===== src/hdl/cbu_pkg.sv =====
// Shared types, codes and helper functions of the color blend unit.
package cbu_pkg;

	localparam int unsigned PixW = 32;
	localparam int unsigned ChanW = 8;
	localparam int unsigned NumChan = 4;
	localparam int unsigned AlphaChan = 3;

	// Blend equation codes.
	localparam logic [2:0] MODE_ADD = 3'd0;
	localparam logic [2:0] MODE_SUB = 3'd1;
	localparam logic [2:0] MODE_RSUB = 3'd2;
	localparam logic [2:0] MODE_MIN = 3'd3;
	localparam logic [2:0] MODE_MAX = 3'd4;
	localparam logic [2:0] MODE_LOGIC = 3'd5;

	// Factor select codes.
	localparam logic [3:0] FAC_ZERO = 4'd0;
	localparam logic [3:0] FAC_ONE = 4'd1;
	localparam logic [3:0] FAC_SRC = 4'd2;
	localparam logic [3:0] FAC_INV_SRC = 4'd3;
	localparam logic [3:0] FAC_DST = 4'd4;
	localparam logic [3:0] FAC_INV_DST = 4'd5;
	localparam logic [3:0] FAC_SRC_A = 4'd6;
	localparam logic [3:0] FAC_INV_SRC_A = 4'd7;
	localparam logic [3:0] FAC_DST_A = 4'd8;
	localparam logic [3:0] FAC_INV_DST_A = 4'd9;
	localparam logic [3:0] FAC_CONST = 4'd10;
	localparam logic [3:0] FAC_INV_CONST = 4'd11;
	localparam logic [3:0] FAC_CONST_A = 4'd12;
	localparam logic [3:0] FAC_INV_CONST_A = 4'd13;
	localparam logic [3:0] FAC_ALPHA_SAT = 4'd14;

	// Logic operation codes.
	localparam logic [3:0] LOP_CLEAR = 4'd0;
	localparam logic [3:0] LOP_AND = 4'd1;
	localparam logic [3:0] LOP_AND_REV = 4'd2;
	localparam logic [3:0] LOP_COPY = 4'd3;
	localparam logic [3:0] LOP_AND_INV = 4'd4;
	localparam logic [3:0] LOP_NOOP = 4'd5;
	localparam logic [3:0] LOP_XOR = 4'd6;
	localparam logic [3:0] LOP_OR = 4'd7;
	localparam logic [3:0] LOP_NOR = 4'd8;
	localparam logic [3:0] LOP_EQUIV = 4'd9;
	localparam logic [3:0] LOP_INVERT = 4'd10;
	localparam logic [3:0] LOP_OR_REV = 4'd11;
	localparam logic [3:0] LOP_COPY_INV = 4'd12;
	localparam logic [3:0] LOP_OR_INV = 4'd13;
	localparam logic [3:0] LOP_NAND = 4'd14;
	localparam logic [3:0] LOP_SET = 4'd15;

	// Configuration register indexes.
	localparam logic [2:0] REG_COLOR_MODE = 3'd0;
	localparam logic [2:0] REG_ALPHA_MODE = 3'd1;
	localparam logic [2:0] REG_SRC_COLOR_FACTOR = 3'd2;
	localparam logic [2:0] REG_SRC_ALPHA_FACTOR = 3'd3;
	localparam logic [2:0] REG_DST_COLOR_FACTOR = 3'd4;
	localparam logic [2:0] REG_DST_ALPHA_FACTOR = 3'd5;
	localparam logic [2:0] REG_BLEND_CONSTANT = 3'd6;
	localparam logic [2:0] REG_LOGIC_OPERATION = 3'd7;

	localparam logic [15:0] ROUND_BIAS = 16'h0080;
	localparam logic [16:0] ADD_CLAMP = 17'h0FF00;
	localparam logic [7:0] CHAN_ONE = 8'hff;
	localparam logic [31:0] WORD_ONES = 32'hffffffff;

	typedef struct packed {
		logic [2:0] color_mode;
		logic [2:0] alpha_mode;
		logic [3:0] src_color_factor;
		logic [3:0] src_alpha_factor;
		logic [3:0] dst_color_factor;
		logic [3:0] dst_alpha_factor;
		logic [31:0] blend_constant;
		logic [3:0] logic_operation;
	} cfg_t;

	// Per-channel operands and weighted products.
	typedef struct packed {
		logic [7:0] s;
		logic [7:0] d;
		logic [15:0] ps;
		logic [15:0] pd;
	} prod_t;

	typedef prod_t [NumChan-1:0] prod_arr_t;

	function automatic logic [7:0] weight_f(input logic [3:0] sel, input logic is_alpha,
			input logic [7:0] sc, input logic [7:0] dc, input logic [7:0] cc,
			input logic [7:0] sa, input logic [7:0] da, input logic [7:0] ca);
		logic [7:0] w;
		logic [7:0] inv_da;
		inv_da = CHAN_ONE - da;
		case (sel)
			FAC_ZERO: w = '0;
			FAC_ONE: w = CHAN_ONE;
			FAC_SRC: w = sc;
			FAC_INV_SRC: w = CHAN_ONE - sc;
			FAC_DST: w = dc;
			FAC_INV_DST: w = CHAN_ONE - dc;
			FAC_SRC_A: w = sa;
			FAC_INV_SRC_A: w = CHAN_ONE - sa;
			FAC_DST_A: w = da;
			FAC_INV_DST_A: w = inv_da;
			FAC_CONST: w = cc;
			FAC_INV_CONST: w = CHAN_ONE - cc;
			FAC_CONST_A: w = ca;
			FAC_INV_CONST_A: w = CHAN_ONE - ca;
			FAC_ALPHA_SAT: begin
				if (is_alpha) w = CHAN_ONE;
				else w = (sa < inv_da) ? sa : inv_da;
			end
			default: w = '0;
		endcase
		return w;
	endfunction

	function automatic logic [31:0] logic_f(input logic [3:0] op, input logic [31:0] s,
			input logic [31:0] d);
		logic [31:0] r;
		case (op)
			LOP_CLEAR: r = '0;
			LOP_AND: r = s & d;
			LOP_AND_REV: r = s & ~d;
			LOP_COPY: r = s;
			LOP_AND_INV: r = ~s & d;
			LOP_NOOP: r = d;
			LOP_XOR: r = s ^ d;
			LOP_OR: r = s | d;
			LOP_NOR: r = ~(s | d);
			LOP_EQUIV: r = ~(s ^ d);
			LOP_INVERT: r = ~d;
			LOP_OR_REV: r = s | ~d;
			LOP_COPY_INV: r = ~s;
			LOP_OR_INV: r = ~s | d;
			LOP_NAND: r = ~(s & d);
			LOP_SET: r = WORD_ONES;
			default: r = WORD_ONES;
		endcase
		return r;
	endfunction

	// Approximate division by 255 of a value below 2^16.
	function automatic logic [7:0] div255_f(input logic [15:0] x);
		logic [16:0] t;
		t = {1'b0, x} + {9'd0, x[15:8]};
		return t[15:8];
	endfunction

endpackage


===== src/hdl/cbu_product.sv =====
// Factor selection and weighted products for all four channels, registered.
module cbu_product import cbu_pkg::*; (
	input logic clk,
	input logic en,
	input logic [31:0] src,
	input logic [31:0] dst,
	input cfg_t cfg,
	output prod_arr_t prod_s2,
	output logic [31:0] lword_s2
);

	prod_arr_t prod_d;

	always_comb begin
		logic [7:0] sc, dc, cc, f, g;
		logic [3:0] fsel, gsel;
		logic is_alpha;
		for (int ch = 0; ch < NumChan; ch++) begin
			is_alpha = (ch == AlphaChan);
			sc = src[ch*ChanW +: ChanW];
			dc = dst[ch*ChanW +: ChanW];
			cc = cfg.blend_constant[ch*ChanW +: ChanW];
			fsel = is_alpha ? cfg.src_alpha_factor : cfg.src_color_factor;
			gsel = is_alpha ? cfg.dst_alpha_factor : cfg.dst_color_factor;
			f = weight_f(fsel, is_alpha, sc, dc, cc, src[31:24], dst[31:24],
				cfg.blend_constant[31:24]);
			g = weight_f(gsel, is_alpha, sc, dc, cc, src[31:24], dst[31:24],
				cfg.blend_constant[31:24]);
			prod_d[ch].s = sc;
			prod_d[ch].d = dc;
			prod_d[ch].ps = sc * f;
			prod_d[ch].pd = dc * g;
		end
	end

	always_ff @(posedge clk) begin
		if (en) begin
			prod_s2 <= prod_d;
			lword_s2 <= logic_f(cfg.logic_operation, src, dst);
		end
	end

endmodule


===== src/hdl/cbu_combine.sv =====
// Blend equations per channel and the result register.
module cbu_combine import cbu_pkg::*; (
	input logic clk,
	input logic en,
	input prod_arr_t prod,
	input logic [31:0] lword,
	input cfg_t cfg,
	output logic [31:0] pixel_q
);

	logic [31:0] pixel_d;

	always_comb begin
		logic [2:0] mode;
		logic [16:0] sum;
		logic signed [17:0] diff;
		logic [15:0] x;
		logic [7:0] r;
		for (int ch = 0; ch < NumChan; ch++) begin
			mode = (ch == AlphaChan) ? cfg.alpha_mode : cfg.color_mode;
			sum = {1'b0, prod[ch].ps} + {1'b0, prod[ch].pd} + {1'b0, ROUND_BIAS};
			if (mode == MODE_RSUB)
				diff = $signed({2'b00, prod[ch].pd}) - $signed({2'b00, prod[ch].ps})
					+ $signed({2'b00, ROUND_BIAS});
			else
				diff = $signed({2'b00, prod[ch].ps}) - $signed({2'b00, prod[ch].pd})
					+ $signed({2'b00, ROUND_BIAS});
			if (mode == MODE_ADD)
				x = (sum > ADD_CLAMP) ? ADD_CLAMP[15:0] : sum[15:0];
			else
				x = diff[17] ? 16'd0 : diff[15:0];
			case (mode) inside
				MODE_ADD, MODE_SUB, MODE_RSUB: r = div255_f(x);
				MODE_MIN: r = (prod[ch].s < prod[ch].d) ? prod[ch].s : prod[ch].d;
				MODE_MAX: r = (prod[ch].s > prod[ch].d) ? prod[ch].s : prod[ch].d;
				MODE_LOGIC: r = lword[ch*ChanW +: ChanW];
				default: r = '0;
			endcase
			pixel_d[ch*ChanW +: ChanW] = r;
		end
	end

	always_ff @(posedge clk) begin
		if (en) pixel_q <= pixel_d;
	end

endmodule


===== src/hdl/color_blend_unit_top.sv =====
// Top level of the color blend unit: configuration registers and pipeline control.
//
// Blends a source and a destination ARGB8888 pixel into one result pixel.
// Input channel s_*: s_tdata holds source_pixel in bits 31:0 and dest_pixel in
// bits 63:32. Output channel m_*: m_tdata holds blended_pixel.
// The configuration port writes register cfg_index with cfg_data whenever
// cfg_we is high; write it only while no pixel is in flight.
// A pixel passes three register stages: an input register, the product
// register after the 8x8 weight multipliers, and the result register. The
// result is offered from the result register, and one pixel transfer is
// taken every cycle while the receiver keeps m_tready high.
// When the receiver stalls, the pipeline fills its empty stages and then
// drops s_tready; each stage moves forward as soon as the one after it moves.
// Reset empties the pipeline and loads the register defaults: add equation
// for both groups, source factors one, destination factors zero, constant
// zero and logic operation copy.
module color_blend_unit_top import cbu_pkg::*; (
	input logic clk,
	input logic arst_n,
	input logic s_tvalid,
	output logic s_tready,
	input logic [63:0] s_tdata, // source_pixel [31:0], dest_pixel [63:32]
	output logic m_tvalid,
	input logic m_tready,
	output logic [31:0] m_tdata, // blended_pixel [31:0]
	input logic cfg_we,
	input logic [2:0] cfg_index,
	input logic [31:0] cfg_data
);

	cfg_t cfg_q;
	logic v1_q, v2_q, vo_q;
	logic adv1, adv2, advo;
	logic [31:0] src_s1, dst_s1;
	prod_arr_t prod_s2;
	logic [31:0] lword_s2;

	assign advo = !vo_q || m_tready;
	assign adv2 = !v2_q || advo;
	assign adv1 = !v1_q || adv2;
	assign s_tready = adv1;
	assign m_tvalid = vo_q;

	always_ff @(posedge clk or negedge arst_n) begin
		if (!arst_n) begin
			cfg_q.color_mode <= MODE_ADD;
			cfg_q.alpha_mode <= MODE_ADD;
			cfg_q.src_color_factor <= FAC_ONE;
			cfg_q.src_alpha_factor <= FAC_ONE;
			cfg_q.dst_color_factor <= FAC_ZERO;
			cfg_q.dst_alpha_factor <= FAC_ZERO;
			cfg_q.blend_constant <= '0;
			cfg_q.logic_operation <= LOP_COPY;
		end else if (cfg_we) begin
			unique case (cfg_index)
				REG_COLOR_MODE: cfg_q.color_mode <= cfg_data[2:0];
				REG_ALPHA_MODE: cfg_q.alpha_mode <= cfg_data[2:0];
				REG_SRC_COLOR_FACTOR: cfg_q.src_color_factor <= cfg_data[3:0];
				REG_SRC_ALPHA_FACTOR: cfg_q.src_alpha_factor <= cfg_data[3:0];
				REG_DST_COLOR_FACTOR: cfg_q.dst_color_factor <= cfg_data[3:0];
				REG_DST_ALPHA_FACTOR: cfg_q.dst_alpha_factor <= cfg_data[3:0];
				REG_BLEND_CONSTANT: cfg_q.blend_constant <= cfg_data;
				REG_LOGIC_OPERATION: cfg_q.logic_operation <= cfg_data[3:0];
				default: ;
			endcase
		end
	end

	always_ff @(posedge clk or negedge arst_n) begin
		if (!arst_n) begin
			v1_q <= 1'b0;
			v2_q <= 1'b0;
			vo_q <= 1'b0;
		end else begin
			if (adv1) v1_q <= s_tvalid;
			if (adv2) v2_q <= v1_q;
			if (advo) vo_q <= v2_q;
		end
	end

	always_ff @(posedge clk) begin
		if (adv1) begin
			src_s1 <= s_tdata[31:0];
			dst_s1 <= s_tdata[63:32];
		end
	end

	cbu_product u_product (
		.clk(clk),
		.en(adv2),
		.src(src_s1),
		.dst(dst_s1),
		.cfg(cfg_q),
		.prod_s2(prod_s2),
		.lword_s2(lword_s2)
	);

	cbu_combine u_combine (
		.clk(clk),
		.en(advo),
		.prod(prod_s2),
		.lword(lword_s2),
		.cfg(cfg_q),
		.pixel_q(m_tdata)
	);

endmodule

===== config.mk =====
export PLATFORM = sky130hd
export DESIGN_NAME = color_blend_unit_top
export DESIGN_NICKNAME = d
export VERILOG_FILES = /design/src/hdl/cbu_pkg.sv /design/src/hdl/cbu_product.sv /design/src/hdl/cbu_combine.sv /design/src/hdl/color_blend_unit_top.sv
export SDC_FILE = /design/constraint.sdc
export NUM_CORES = 2
export LEC_CHECK = 0
export ABC_AREA = 1
export CAP_MARGIN = 0
export CORE_UTILIZATION = 35
export CTS_CLUSTER_DIAMETER = 30
export DETAILED_ROUTE_END_ITERATION = 8
export DONT_BUFFER_PORTS = 1
export PLACE_DENSITY = 0.5
export SYNTH_ARGS = -nofsm -noshare
export SYNTH_HDL_FRONTEND = slang
export SYNTH_SLANG_ARGS = --single-unit

===== constraint.sdc =====
create_clock -name clk -period 7.85 [get_ports clk]
set_input_delay 1.1775 -clock clk [delete_from_list [all_inputs] [get_ports clk]]
set_output_delay 1.1775 -clock clk [all_outputs]
set_load 0.05 [all_outputs]

==> results.rst <==
.. list-table::
   :header-rows: 1

   * - Metric
     - Value
   * - Post-Synthesis Mean Instance Area
     - roughly 7.2 um2
   * - Post-route clock skew
     - between 0.03 and 0.04 ns
   * - Fmax
     - 135.5 MHz
   * - Tightest Hold Check Type
     - input port to asynchronous set/reset pin
   * - Count of fill cells added during filler insertion
     - between 15000 and 20000
   * - Hold bufs inserted after CTS
     - 0
   * - Max Cap Viol
     - 0
   * - Critical path buffers and inverters
     - 8
   * - CP Data Required Time
     - 8.30 ns
   * - Netlist cell types
     - 65
   * - Clock buffer count from CTS
     - 113
   * - Chip Width
     - 393.5 um
   * - Aggregate routed wire length
     - 195.0 mm
   * - Warning count from the yosys run
     - 0
   * - Worst hold slack after final layout
     - roughly 0.16 ns
   * - Flops & latches, synth
     - 381
   * - Number of sinks handled by clock tree synthesis
     - 381
   * - Vias in the first global route
     - 48790
   * - Run status
     - finished, final reports clean
   * - Delay of the slowest cell on the worst path
     - 0.54 ns
   * - Critical-path maximum fanout
     - 16
   * - Sort of element at the start of the critical path
     - flip-flop
   * - Largest net degree at the start of global routing
     - 134
   * - Number of enable-type register cells in the synthesized netlist
     - 320
   * - Relative max-transition margin
     - 16.75%
   * - Overall Global Routing Usage
     - 24.94%
   * - Synth-to-Final Area Change
     - 13.12%
   * - Average wire length per cell after detail routing
     - slightly above 20 um
   * - Total number of placement rows
     - 143
   * - Initial detailed-routing violation count
     - 4295
   * - Antenna violations before repair
     - 24
   * - Final weighted congestion in routability-driven placement
     - 0.9909
   * - Fin util
     - 39.91%
   * - Via-to-Cell Ratio
     - slightly above 5
   * - Y dimension of the die
     - 393.5 um
   * - Max H-tree Level
     - 3
   * - Primary FF master, synth
     - edfxtp_1
   * - Floorplan Core Area
     - 152100 um2
   * - Total count of max-transition violations in the final report
     - 0
   * - Nets in the synthesized netlist
     - 8577
   * - Post-route fraction of the period consumed by the critical path
     - 93.99%
   * - Gr ovfl total
     - 0
   * - Shortest clock period the worst path allows after layout
     - 7.379 ns
   * - Setup repair after global routing missed its margin
     - false
   * - Post-Syn Area
     - 53660 um2
   * - Area of the die
     - 154900 um2
   * - Hpwl dp
     - 156.9 mm
   * - Number of instances in the placed design
     - 9441
   * - Total iterations of the first detailed-routing run
     - 6
   * - Worst Setup Path Type
     - flip-flop to flip-flop
   * - Proportion of synthesized chip area in sequential cells
     - 20.76%
   * - TritonCTS clock tree
     - yes
   * - Slew at the pin closest to its max-slew limit
     - about 1.2 ns
   * - Clock tree buffer depth
     - 3
   * - Starting density of the core
     - 35.28%
   * - Input/output buffers
     - 0
   * - Drt drc
     - 0
   * - Critical path's slowest cell
     - edfxtp_1
   * - Clk Latency, worst-skew pair
     - 0.73 ns
   * - Post-CTS setup buffer count
     - 0
   * - Final setup violation count
     - 0
   * - Fin Setup TNS
     - 0 ns
   * - Final std cells w/o fill
     - 9662
   * - Crit path arrival time
     - 7.83 ns
   * - Worst Setup End Kind
     - flip-flop
   * - Fraction of final layout cells sized beyond drive strength 1
     - 5.985%
   * - Gate Count Post-Synth
     - 7441
   * - Final Hold Fails
     - 0
   * - Nets@finish
     - 8662
   * - CTS root buf
     - clkbuf_16
   * - Wire length of the first global-routing pass
     - 297.1 mm
   * - Via count
     - around 50000
   * - Top cell family by delay on the critical path
     - compound AO/OA/AOI/OAI gates
   * - Clock-pin slew on the worst setup and hold paths
     - 0.04 ns
   * - Proportion of register bits with asynchronous set or reset after synthesis
     - 16.01%
   * - Number of routed nets with antenna violations
     - 0
   * - Number of top-level pins
     - 138
## state kept, by name (all words and copies together), names as in the netlist
| register | flops |
|---|---|
| v1_q | 1 |
| u_product.lword_s2 | 32 |
| v2_q | 1 |
| src_s1 | 32 |
| m_tvalid | 1 |
| dst_s1 | 32 |
| u_product.prod_s2 | 192 |
| u_combine.pixel_q | 32 |
| cfg_q | 58 |
## worst paths after layout
path | slack [ns] | cells past startpoint | to | startpoint
max reg2reg | 0.47 | 35 | u_product.prod_s2[127] | src_s1[29]
max in group asynchronous | 7.45 | 0 | cfg_q[1] | arst_n
min in group clk | 0.45 | 2 | m_tvalid | v2_q
min reg2reg | 0.45 | 2 | m_tvalid | v2_q
min | 0.16 | 0 | cfg_q[27] | arst_n
max | 0.47 | 35 | u_product.prod_s2[127] | src_s1[29]
## Yosys cell counts (37+ instances only)
cell type,n,share of area (%)
fa_1,300,11
inv_1,1539,11
a211oi_1,61,0.85
dfrtp_1,57,2.7
nand4_1,123,1.4
ha_1,732,17
o21ai_0,350,3.3
nand2_1,1823,13
nor2_1,557,3.9
a221oi_1,106,1.7
o22ai_1,121,1.4
clkbuf_1,162,1.1
nor3_1,48,0.45
xor2_1,103,1.7
nand3_1,286,2.7
o21bai_1,37,0.52
a21oi_1,353,3.3
edfxtp_1,320,18
## kinds of logic (layout without fill, tap and decap cells)
group	Yosys count	count (layout)	share of synthesized area [%]
DFF	381	381	20.76
muxes	11	11	0.2215
xor gates and xnor gates	139	139	2.283
buffers and inverters	1745	1923	12.32
other	0	13	0
AOI/OAI and AO/OA	1181	1181	13.36
adders and majority gates	1032	1032	28.26
and+or+nand+nor	2952	2952	22.79
## metal layers
layer | up-vias | global-route usage (%) | share of wire (%)
li1 | 24270 | - | -
met1 | 23620 | 35.45 | 47
met2 | 1704 | 39.01 | 44
met3 | 316 | 4.010 | 6.7
met4 | 6 | 6.601 | 2.7
met5 | - | 0 | 0.019
## layout make-up
class / instances / area (um2) / area share, %
Clock inverter: 75 / 975.9 / 1.608
Antenna cell: 13 / 32.53 / 0.05360
Sequential cell: 381 / 11140 / 18.36
Tap cell: 2030 / 2540 / 4.185
Multi-Input combinational cell: 5315 / 35960 / 59.25
Inverter: 1558 / 5856 / 9.648
Timing Repair Buffer: 157 / 1191 / 1.963
Clock buffer: 133 / 2995 / 4.935
## cells in the final DEF, fill, tap and decap left out, types with 14 or more instances in the layout
master / n
a2111oi_0: 19
a211oi_1: 61
a21o_1: 16
a21oi_1: 352
a221oi_1: 106
buf_4: 156
bufinv_16: 21
clkbuf_16: 115
clkinv_1: 14
clkinv_2: 18
clkinvlp_4: 25
dfrtp_1: 57
edfxtp_1: 320
fa_1: 300
ha_1: 732
inv_1: 1538
nand2_1: 1820
nand2_2: 23
nand3_1: 285
nand3b_1: 18
nand4_1: 123
nor2_1: 551
nor2_2: 16
nor3_1: 45
nor4_1: 18
o2111ai_1: 28
o21ai_0: 350
o21ai_1: 15
o21bai_1: 37
o22ai_1: 121
xnor2_1: 35
xor2_1: 103
## timing repair
item | CTS | global route
setup endpoints to repair | 0 | 2
endpoints found under the hold margin | 0 | 0
resized for setup | 0 | 2
## per-stage QoR
step	setup WS [ns]	cell area (um2)
after floorplan	0.8458	53660
after global placement	0.6565	56680
after detailed placement	0.5752	56680
after CTS	0.5421	60650
after global routing	0.0001128	60670
final	0.4715	60690
Power is not shown: default switching activity piles up to over one toggle a cycle in this logic, so the estimate is an artifact.
